[config.mk]
export PLATFORM = sky130hd
export DESIGN_NAME = timed_two_way_actuator_control
export DESIGN_NICKNAME = d
export VERILOG_FILES = /design/src/rtl/core/tta_pkg.sv /design/src/rtl/core/tta_blink.sv /design/src/rtl/core/timed_two_way_actuator_control.sv
export SDC_FILE = /design/constraint.sdc
export NUM_CORES = 1
export LEC_CHECK = 0
export BUFFER_PORTS_ARGS = -buffer_cell sky130_fd_sc_hd__clkbuf_2
export CAP_MARGIN = 20
export CORE_MARGIN = 2
export CORE_UTILIZATION = 40
export CTS_CLUSTER_DIAMETER = 120
export DETAILED_ROUTE_END_ITERATION = 12
export PLACE_DENSITY_LB_ADDON = 0.2
export SYNTH_ARGS = -nofsm -noshare
export SYNTH_HDL_FRONTEND = slang
export SYNTH_SLANG_ARGS = --single-unit
[constraint.sdc]
create_clock -name clk -period 6.9 [get_ports clk]
set_input_delay 0 -clock clk [delete_from_list [all_inputs] [get_ports clk]]
set_output_delay 0 -clock clk [all_outputs]
set_load 0.02 [all_outputs]
[src/rtl/core/tta_pkg.sv]
package tta_pkg;

    typedef enum logic [4:0] {
        MODE_IDLE     = 5'b00001,
        MODE_RISING   = 5'b00010,
        MODE_LOWERING = 5'b00100,
        MODE_UP       = 5'b01000,
        MODE_DOWN     = 5'b10000
    } mode_t;

    localparam logic [2:0] CODE_IDLE     = 3'd0;
    localparam logic [2:0] CODE_RISING   = 3'd1;
    localparam logic [2:0] CODE_LOWERING = 3'd2;
    localparam logic [2:0] CODE_UP       = 3'd3;
    localparam logic [2:0] CODE_DOWN     = 3'd4;

    localparam logic CFG_RAISE_TIME = 1'b0;
    localparam logic CFG_LOWER_TIME = 1'b1;

    localparam logic [19:0] RAISE_TIME_RESET = 20'd3000;
    localparam logic [19:0] LOWER_TIME_RESET = 20'd3000;

    function automatic logic [2:0] mode_code(input mode_t m);
        logic [2:0] c;
        begin
            unique case (m)
                MODE_RISING:   c = CODE_RISING;
                MODE_LOWERING: c = CODE_LOWERING;
                MODE_UP:       c = CODE_UP;
                MODE_DOWN:     c = CODE_DOWN;
                default:       c = CODE_IDLE;
            endcase
            return c;
        end
    endfunction

endpackage

[src/rtl/core/tta_blink.sv]
module tta_blink #(
    parameter int BLINK_PERIOD = 400
) (
    input  logic        clk,
    input  logic        advance,
    input  logic [31:0] now_ms,
    output logic        phase
);

    localparam logic [15:0] PERIOD = 16'(BLINK_PERIOD);
    // Reciprocal of the period, rounded down; the estimated quotient is exact or one low.
    localparam logic [31:0] RECIP = 32'(64'hFFFF_FFFF / BLINK_PERIOD);

    logic [31:0] quot_reg;
    logic [17:0] now_low_reg;
    logic [63:0] prod;
    logic [33:0] back_prod;
    logic [17:0] rem;
    logic        rem_over;

    assign prod = now_ms * RECIP;

    always_ff @(posedge clk)
    begin
        if (advance)
        begin
            quot_reg    <= prod[63:32];
            now_low_reg <= now_ms[17:0];
        end
    end

    // The remainder stays below twice the period, so 18 low bits carry it exactly.
    assign back_prod = quot_reg[17:0] * PERIOD;
    assign rem       = now_low_reg - back_prod[17:0];
    assign rem_over  = (rem >= {2'b00, PERIOD});
    assign phase     = ~(quot_reg[0] ^ rem_over);

endmodule

[src/rtl/core/timed_two_way_actuator_control.sv]
// A beat passes the s1 and s2 registers; the mode update then loads the output stage.
// Throughput: one beat per cycle while out_stall does not hold the pipeline; the blink
// phase divider has a registered reciprocal multiply stage ahead of the mode update.
// Reset (rst_n, asynchronous, active low): mode idle, count zero, both LEDs on,
// remembered button levels and activity off, travel times 3000 ms, pipeline empty.
module timed_two_way_actuator_control #(
    parameter int BLINK_PERIOD = 400
) (
    input  logic        clk,
    input  logic        rst_n,

    input  logic        cfg_valid,
    output logic        cfg_ready,
    input  logic        cfg_index,
    input  logic [19:0] cfg_data,

    input  logic        in_valid,
    output logic        in_stall,
    input  logic [15:0] elapsed_ms,
    input  logic [31:0] now_ms,
    input  logic        up_held,
    input  logic        down_held,

    output logic        out_valid,
    input  logic        out_stall,
    output logic        valve_up,
    output logic        valve_down,
    output logic        led_up,
    output logic        led_down,
    output logic        activity_led,
    output logic [2:0]  mode_now
);

    logic [19:0] raise_time_reg;
    logic [19:0] lower_time_reg;

    logic        s1_valid_reg;
    logic        s2_valid_reg;
    logic        out_valid_reg;
    logic        advance;

    logic [15:0] s1_elapsed_reg;
    logic [31:0] s1_now_reg;
    logic        s1_up_reg;
    logic        s1_down_reg;
    logic [15:0] s2_elapsed_reg;
    logic        s2_up_reg;
    logic        s2_down_reg;
    logic        phase;

    tta_pkg::mode_t     mode_reg, mode_next;
    logic signed [20:0] time_left_reg, time_left_next;
    logic               prev_up_reg, prev_up_next;
    logic               prev_down_reg, prev_down_next;
    logic               led_up_reg, led_up_next;
    logic               led_down_reg, led_down_next;
    logic               activity_reg, activity_next;

    assign cfg_ready = 1'b1;

    always_ff @(posedge clk or negedge rst_n)
    begin
        if (!rst_n)
        begin
            raise_time_reg <= tta_pkg::RAISE_TIME_RESET;
            lower_time_reg <= tta_pkg::LOWER_TIME_RESET;
        end
        else if (cfg_valid)
        begin
            unique case (cfg_index)
                tta_pkg::CFG_RAISE_TIME: raise_time_reg <= cfg_data;
                tta_pkg::CFG_LOWER_TIME: lower_time_reg <= cfg_data;
                default:                 raise_time_reg <= raise_time_reg;
            endcase
        end
    end

    // The whole pipeline moves together unless a finished result is held back.
    assign advance  = !(out_valid_reg && out_stall);
    assign in_stall = !advance;

    always_ff @(posedge clk or negedge rst_n)
    begin
        if (!rst_n)
        begin
            s1_valid_reg  <= 1'b0;
            s2_valid_reg  <= 1'b0;
            out_valid_reg <= 1'b0;
        end
        else if (advance)
        begin
            s1_valid_reg  <= in_valid;
            s2_valid_reg  <= s1_valid_reg;
            out_valid_reg <= s2_valid_reg;
        end
    end

    always_ff @(posedge clk)
    begin
        if (advance)
        begin
            s1_elapsed_reg <= elapsed_ms;
            s1_now_reg     <= now_ms;
            s1_up_reg      <= up_held;
            s1_down_reg    <= down_held;
            s2_elapsed_reg <= s1_elapsed_reg;
            s2_up_reg      <= s1_up_reg;
            s2_down_reg    <= s1_down_reg;
        end
    end

    tta_blink #(
        .BLINK_PERIOD(BLINK_PERIOD)
    ) u_blink (
        .clk     (clk),
        .advance (advance),
        .now_ms  (s1_now_reg),
        .phase   (phase)
    );

    always_comb
    begin
        logic               rel_up;
        logic               rel_down;
        logic               enter;
        tta_pkg::mode_t     target;
        logic signed [20:0] count;

        mode_next      = mode_reg;
        time_left_next = time_left_reg;
        prev_up_next   = prev_up_reg;
        prev_down_next = prev_down_reg;
        led_up_next    = led_up_reg;
        led_down_next  = led_down_reg;
        activity_next  = activity_reg;
        enter          = 1'b0;
        target         = tta_pkg::MODE_IDLE;

        rel_up   = prev_up_reg && !s2_up_reg;
        rel_down = prev_down_reg && !s2_down_reg;
        count    = time_left_reg - $signed({5'b00000, s2_elapsed_reg});

        unique case (mode_reg)
            tta_pkg::MODE_RISING, tta_pkg::MODE_LOWERING:
            begin
                if (mode_reg == tta_pkg::MODE_RISING)
                    led_up_next = phase;
                else
                    led_down_next = phase;
                time_left_next = count;
                prev_up_next   = s2_up_reg;
                activity_next  = s2_up_reg;
                if (rel_up)
                begin
                    enter = 1'b1;
                end
                else
                begin
                    prev_down_next = s2_down_reg;
                    activity_next  = s2_down_reg;
                    if (rel_down)
                    begin
                        enter = 1'b1;
                    end
                    else if (count[20] || (count == 21'sd0))
                    begin
                        enter  = 1'b1;
                        target = (mode_reg == tta_pkg::MODE_RISING) ?
                                 tta_pkg::MODE_UP : tta_pkg::MODE_DOWN;
                    end
                end
            end
            tta_pkg::MODE_UP:
            begin
                prev_down_next = s2_down_reg;
                activity_next  = s2_down_reg;
                if (rel_down)
                begin
                    enter  = 1'b1;
                    target = tta_pkg::MODE_LOWERING;
                end
            end
            tta_pkg::MODE_DOWN:
            begin
                prev_up_next  = s2_up_reg;
                activity_next = s2_up_reg;
                if (rel_up)
                begin
                    enter  = 1'b1;
                    target = tta_pkg::MODE_RISING;
                end
            end
            default:
            begin
                prev_up_next  = s2_up_reg;
                activity_next = s2_up_reg;
                if (rel_up)
                begin
                    enter  = 1'b1;
                    target = tta_pkg::MODE_RISING;
                end
                else
                begin
                    prev_down_next = s2_down_reg;
                    activity_next  = s2_down_reg;
                    if (rel_down)
                    begin
                        enter  = 1'b1;
                        target = tta_pkg::MODE_LOWERING;
                    end
                end
            end
        endcase

        // Entering a mode overrides the blink level set above.
        if (enter)
        begin
            mode_next = target;
            unique case (target)
                tta_pkg::MODE_RISING:
                begin
                    led_down_next  = 1'b0;
                    time_left_next = $signed({1'b0, raise_time_reg});
                end
                tta_pkg::MODE_LOWERING:
                begin
                    led_up_next    = 1'b0;
                    time_left_next = $signed({1'b0, lower_time_reg});
                end
                tta_pkg::MODE_UP:
                begin
                    led_up_next   = 1'b1;
                    led_down_next = 1'b0;
                end
                tta_pkg::MODE_DOWN:
                begin
                    led_up_next   = 1'b0;
                    led_down_next = 1'b1;
                end
                default:
                begin
                    led_up_next    = 1'b1;
                    led_down_next  = 1'b1;
                    time_left_next = 21'sd0;
                end
            endcase
        end
    end

    always_ff @(posedge clk or negedge rst_n)
    begin
        if (!rst_n)
        begin
            mode_reg      <= tta_pkg::MODE_IDLE;
            time_left_reg <= 21'sd0;
            prev_up_reg   <= 1'b0;
            prev_down_reg <= 1'b0;
            led_up_reg    <= 1'b1;
            led_down_reg  <= 1'b1;
            activity_reg  <= 1'b0;
        end
        else if (advance && s2_valid_reg)
        begin
            mode_reg      <= mode_next;
            time_left_reg <= time_left_next;
            prev_up_reg   <= prev_up_next;
            prev_down_reg <= prev_down_next;
            led_up_reg    <= led_up_next;
            led_down_reg  <= led_down_next;
            activity_reg  <= activity_next;
        end
    end

    // The state registers load exactly when a result enters the output stage.
    assign out_valid    = out_valid_reg;
    assign valve_up     = (mode_reg == tta_pkg::MODE_RISING);
    assign valve_down   = (mode_reg == tta_pkg::MODE_LOWERING);
    assign led_up       = led_up_reg;
    assign led_down     = led_down_reg;
    assign activity_led = activity_reg;
    assign mode_now     = tta_pkg::mode_code(mode_reg);

    a_idle_count_zero: assert property (@(posedge clk) disable iff (!rst_n)
        (mode_reg == tta_pkg::MODE_IDLE) |-> (time_left_reg == 21'sd0))
        else $error("count is not zero in idle mode");

    a_rising_led_down_off: assert property (@(posedge clk) disable iff (!rst_n)
        (mode_reg == tta_pkg::MODE_RISING) |-> !led_down_reg)
        else $error("down LED lit while rising");

    a_state_holds_without_beat: assert property (@(posedge clk) disable iff (!rst_n)
        !(advance && s2_valid_reg) |=> ($stable(mode_reg) && $stable(time_left_reg)))
        else $error("state changed without a beat");

    a_accept_fills_pipe: assert property (@(posedge clk) disable iff (!rst_n)
        (in_valid && !in_stall) |=> s1_valid_reg)
        else $error("accepted beat lost at the input stage");

endmodule

==> results summary, run 1 <==
The flow ran to the end, and the final reports show no timing, DRC or antenna violations. Leaving out fill and tap cells, the most frequent cell in the layout is inv_1. The internal reg-to-reg setup slack is approximately 0.23 ns. The instance count of the mapped netlist came out at 1804. The mean instance size in the synthesized netlist is 11.0 um2. The transition time at the pin with the least slew margin came out at 1.03 ns. In this run the tool buffered the top-level ports with 85 buffer cells.

The count of inserted antenna diode cells is 0. The placed instances occupy a cell area of 0.0214 mm2. The signal arrival time at the worst endpoint came out at 6.87 ns. In this run the tightest slew margin relative to its limit is 30.2%. The final number of max-transition violations is 0.

The estimated wirelength of the detail-placed design came out at 40800 um. Setup repair after global routing left no endpoint under its margin. Using the TritonRoute via totals, the vias-per-cell ratio works out to 5.02. The filler cells instantiated in the layout total between 4000 and 5000. fa_1 takes more of the synthesized area than any other cell. The tightest hold margin came out at 0.0439 ns. The top cell type's share of synthesized area is between 20% and 30%. The count of endpoints failing hold in the final timing report came out at 0. The global-route usage over all layers is 20.0%. The first-pass detailed-route iteration total is 5.

In the final layout, flip-flops and latches occupy 0.00476 mm2. Derived from the worst setup path, the maximum achievable clock frequency is 0.150 GHz. Counting tap cells, the placed design contains a total of 2573 instances. The remaining number of nets flagged by the antenna check after routing came out at 0. The vertical extent of the die came out at 227 um. Yosys mapped a number of flops with a built-in enable equal to 96. The worst clock skew came out at 0.0192 ns.

The starting utilization of the core area came out at 40.6%. The worst hold path passes through 3 cells. The setup total negative slack came out at 0 ns. The total congestion overflow came out at 0. Clock-pin slew was measured on the worst setup and hold paths at 0.08 ns. Data on the critical path is required at its endpoint by 7.10 ns. The critical setup path kind is register to register.

The share of the clock period used by the worst path came out at 96.7%. For this run, the leading register cell type out of synthesis is edfxtp_1. Routability-driven placement finished with a final weighted congestion of 0.881. The worst setup path is launched from a register. During synthesis, Yosys emitted a total of 0 warnings. Clock tree synthesis selected as its root buffer the cell clkbuf_16. The net count of the mapped netlist is 2474. Synthesis instantiated 73 different standard cells from the library.

The share of flip-flops with an asynchronous set or reset after synthesis came out at 43.5%. The layout overhead on the synthesized area is 15.1%. The floorplan step defined a die boundary enclosing between 0.05 and 0.06 mm2. Measured in cells, the most critical reg-to-reg path has a length of 23. The multi-input combinational cells in the finished layout cover a total of 0.0134 mm2. Once layout is done, the placed cells without fillers occupy about 0.023 mm2. TritonCTS built the clock tree.

The number of top-level pins is 87. The violation count after the first detailed-route iteration is 630. After floorplanning, the core was divided into 81 placement rows. The area of the core came out at 0.0491 mm2. The clock period minus worst slack came out at 6.67 ns.

The count of clock tree sinks came out at 170. Entering global routing, the biggest net connects 75 pins. The routed wire length is 49200 um. The floorplan step set the die width to approximately 230 um. By area the synthesized netlist is led by fa_1 (27%), ha_1 (20%), edfxtp_1 (14%), inv_1 (8.3%), dfrtp_1 (7.2%). The register with the most flip-flops in the layout has 32 of them.

The first-pass GRT wire length came out at 78000 um. The initial antenna violation count is 1. STA classifies the critical path endpoint as a register.

The count of state elements after synthesis came out at 170. The max-cap check violation count is 0. The number of global-route vias before repair came out at 14500. The post-route netlist has 13.0% of its cells at a drive strength greater than 1.

The proportion of synthesized chip area in sequential cells is between 20% and 30%. The library cells used most frequently in the layout, excluding fill and tap cells, are inv_1 (440), ha_1 (323), fa_1 (271). The net count of the finished layout is approximately 2700. The maximum buffer depth of the clock tree came out at 2. For this run, design rule violations remaining after detail routing come to 0. The detailed-route via count is ~14000. The clock reaches the later pin of the worst-skew pair after 0.46 ns. Dividing the detail-routed wire length by the instance count gives about 18 um. The number of standard cells in the final layout excluding fillers is approximately 2700. The depth of the CTS H-tree is 4. Setup violations remaining at the end of the flow were counted as 0. The synthesized area is around 0.020 mm2. The top fanout value on the critical path is 7. The clock buffer count from CTS is 17. The class of the worst hold path is primary input to register.
## per-stage QoR
step | setup WS [ns] | utilization [%]
after floorplan | 0.775 | -
after global placement | 0.170 | 43.7
after detailed placement | 0.0996 | 43.7
after CTS | 0.0904 | 46.4
after global routing | 0.00437 | 46.7
final | 0.226 | 46.7
## layer usage
metal	global-route usage, %	vias to the layer above	wire (um)
met5	0	-	13
met4	6.81	2	1500
met3	2.65	69	1370
met2	34.6	234	24400
met1	25.8	6800	21900
li1	-	6424	-
## worst max-delay path, cell delays in order, from the launching register on
cell	delay (ns)
edfxtp_1	0.53
buf_4	0.22
ha_1	0.36
fa_1	0.51
inv_1	0.06
fa_1	0.49
inv_1	0.05
fa_1	0.55
fa_1	0.43
fa_1	0.49
inv_1	0.05
fa_1	0.47
inv_1	0.04
ha_1	0.39
nand4_1	0.14
or2_2	0.35
a2111o_1	0.31
o22ai_1	0.12
buf_4	0.19
o31ai_2	0.09
a31oi_1	0.21
a21o_1	0.18
a21oi_1	0.08
xnor2_1	0.12
## synthesized netlist by cell type (6+ instances only)
library cell,number
a21oi_1,75
o21ai_0,48
mux2i_1,7
fa_1,271
xnor2_1,34
a221oi_1,16
edfxtp_1,96
clkbuf_1,25
nand4_1,10
dfrtp_1,57
a211oi_1,8
inv_1,440
nor4_1,6
nand2_1,31
o21bai_1,9
a211o_1,11
nand2b_1,12
nor2_1,53
mux2_2,45
a31oi_1,6
and3_1,6
xor2_1,19
o21a_1,15
ha_1,323
a221o_1,8
dfstp_2,17
nor3_1,22
nor2b_1,10
a21o_1,25
nand3_1,15
## area by class of cell
| type | count | share of cell area, % |
|---|---|---|
| clock buffer | 18 | 1.97 |
| clock inverter | 14 | 0.628 |
| inverter | 440 | 7.21 |
| multi-input combinational | 1166 | 58.5 |
| sequential | 170 | 20.8 |
| tap | 664 | 3.63 |
| timing repair buffer | 225 | 7.33 |
## what timing repair did
item / 4_1_cts / 5_1_grt
buffers inserted: 0 / 19
endpoints found under the setup margin: 0 / 3
endpoints found under the hold margin: 148 / 0
resized for setup: 0 / 1
hold buffers: 72 / 0
## logic make-up (layout without fill, tap and decap cells)
family	count (synthesis)	count (layout)	share of synthesized area, %
multiplexers	55	55	3.12
adder cells (fa/ha/maj)	594	594	47.6
buffers and inverters	468	697	8.84
other	1	1	0.0188
XOR/XNOR	53	53	2.33
AND/OR/NAND/NOR	192	192	4.98
AO/OA/AOI/OAI	271	271	9.26
flip-flops	170	170	23.9
## worst paths after layout
kind                                     startpoint                              to
min in group asynchronous                     rst_n   time_left_reg[15]$_DFFE_PN0P_
min                                       cfg_index  raise_time_reg[17]$_DFFE_PN0P_
max in group asynchronous                     rst_n         mode_reg[2]$_DFFE_PN0P_
min reg2reg                   s1_down_reg$_DFFE_PN_           s2_down_reg$_DFFE_PN_
max reg2reg                s1_now_reg[17]$_DFFE_PN_  u_blink.quot_reg[13]$_DFFE_PN_
max                        s1_now_reg[17]$_DFFE_PN_  u_blink.quot_reg[13]$_DFFE_PN_
Power of run 1 is not shown: default switching activity piles up to over one toggle a cycle in this logic, so the estimate is an artifact.
==> inputs of run 2 (changes only) <==
Settings changed: CORE_MARGIN 2 to not set, RECOVER_POWER set to 50.
==> results summary, run 2 (synthesis results as in run 1) <==
The max-cap check violation count is 1. The delay of the slowest cell on the worst path came out at 0.59 ns. The final setup violation count is 0. The maximum buffer depth of the clock tree came out at 2. The library cells used most frequently in the layout, excluding fill and tap cells, are inv_1 (440), ha_1 (323), fa_1 (271). The largest net degree at the start of global routing is between 70 and 80.

The depth of the CTS H-tree is 4. The register with the most flip-flops in the layout has 32 of them. The starting utilization of the core area came out at about two fifths. Summed over all nets, the half-perimeter wirelength after detailed placement is 40500 um. The data required time at the worst endpoint is 7.10 ns. The number of global-route vias before repair is 14200.

The critical-path cell with the highest stage delay is fa_1. After detailed routing, the number of vias per cell comes to 4.93. The remaining number of nets flagged by the antenna check after routing came out at 0.

The number of buffer and inverter stages on the critical path is 4. The area enclosed by the die boundary is roughly 0.051 mm2. The routed wire length is roughly 50000 um. The top fanout value on the critical path is 8. The initial antenna violation count is 1. At the pin with the least slew margin, the transition time is 3.98 ns.

The routability-driven placement congestion ratio is 0.902. For this run the aggregate overflow at the end of global routing stands at 0. The site row count is 81. The clock period minus worst slack came out at 6.74 ns. The global-route usage over all layers is 20.4%.

The final routed DRC violation total came out at 0. The layout overhead on the synthesized area is 15.8%. The first global-routing pass estimated 78300 um of wire.

The share of the clock period used by the worst path came out at 97.6%. The critical setup path kind is register to register. The run finished, with violations left.

For this block, the initial DRC count from the detailed router was 602. The count of inserted antenna diode cells is 0. The setup total negative slack came out at 0 ns. On the final layout, the worst clock skew is a little under 0.02 ns. The count of endpoints failing hold in the final timing report is 0. The critical path goes through buf_4 -> fa_1 -> ha_1 -> fa_1 -> fa_1 -> fa_1 -> fa_1 -> inv_1 -> fa_1 -> inv_1 -> ha_1 -> a21o_1 -> a21o_1 -> a21oi_2 -> o311a_1 -> o22ai_4 -> buf_4 -> o31ai_2 -> a31oi_1 -> a21o_1 -> a21oi_1 -> xnor2_1. The startpoint kind of the worst setup timing path is a register. STA puts the critical path data arrival time at 6.93 ns.

The share of final-layout standard cells stronger than drive strength 1 is around 13%. The number of buffers inserted by port buffering is 85. The worst slew margin relative to its limit is -166%. The later-pin clock latency in the skew report is between 0.4 and 0.5 ns. The net count of the finished layout is 2705. In this design, the largest share of critical-path delay is due to adder cells. CTS saw 170 sinks. The number of clock buffers added by TritonCTS is 17. The checks that failed: max-capacitance violations, max-slew violations. The class of the worst hold path is primary input to register. The average wire per standard cell came out at 18.2 um. Leaving out fill and tap cells, the most frequent cell in the layout is inv_1. The first-pass detailed-route iteration total came out at 5. The number of top-level pins came out at between 80 and 90.

The vertical extent of the die is 225 um. The root cell of the clock tree is clkbuf_16. STA classifies the critical path endpoint as a register. Based on the critical path, the design can be clocked at up to 0.148 GHz. Detailed routing inserted a total of 13400 vias.

TritonCTS built the clock tree. By instance count, the cell type seen most on the critical path is fa_1. The area of the core is 0.0491 mm2. The final number of max-transition violations is 75. The die is roughly 230 um wide. After clock tree synthesis, the clock-pin slew on the worst setup and hold paths is 0.08 ns.
-- run 2: worst min-delay path, cell delays in order --
cell and delay [ns]:
clkbuf_2 0.09, nor2b_1 0.19, mux2_2 0.24
-- run 2: worst paths after layout --
path / startpoint / endpoint / slack (ns) / cells after the start
worst max-delay path: s1_now_reg[11]$_DFFE_PN_ / u_blink.quot_reg[13]$_DFFE_PN_ / 0.16 / 22
worst min-delay path: cfg_valid / raise_time_reg[11]$_DFFE_PN1P_ / 0.08 / 3
worst max register to register: s1_now_reg[11]$_DFFE_PN_ / u_blink.quot_reg[13]$_DFFE_PN_ / 0.16 / 22
worst min register to register: s1_elapsed_reg[8]$_DFFE_PN_ / s2_elapsed_reg[8]$_DFFE_PN_ / 0.43 / 0
max in group asynchronous: rst_n / mode_reg[4]$_DFFE_PN0P_ / 3.20 / 2
min in group asynchronous: rst_n / time_left_reg[12]$_DFFE_PN0P_ / 1.48 / 2
-- run 2: metrics by stage --
step | worst slack (ns) | instance area, um2 | std cells | hold slack (ns) | utilization (%)
CTS | 0.00727 | 22800 | 2682 | 0.135 | 46.5
global placement | -0.0761 | 21400 | 2574 | 0.177 | 43.7
detailed placement | -0.0621 | 21400 | 2575 | 0.179 | 43.7
global route | -0.0527 | 23000 | 2712 | 0.0814 | 47.0
floorplan | 0.775 | 19900 | 1804 | -0.296 | -
finish | 0.163 | 23000 | 2712 | 0.0818 | 47.0
-- run 2: metal layers --
layer,wire [um],global-route usage [%]
met1,22200,27.0
met2,24800,35.1
met3,1220,2.07
met4,1110,6.36
met5,0,0
-- run 2: timing repair --
action / in CTS / in global routing
hold buffers: 72 / 1
gates cloned: 0 / 0
gates resized for setup: 1 / 3
endpoints found under the setup margin: 1 / 5
hold endpoints to repair: 148 / 3
buffers inserted: 3 / 28
-- run 2: layout make-up --
type,instances,area (um2)
multi-input combinational,1166,13400
timing repair buffer,240,1750
fill,4552,26000
clock buffer,17,425
tap,664,831
inverter,440,1650
sequential,170,4760
clock inverter,15,211
Power of run 2 is left out for the same reason.
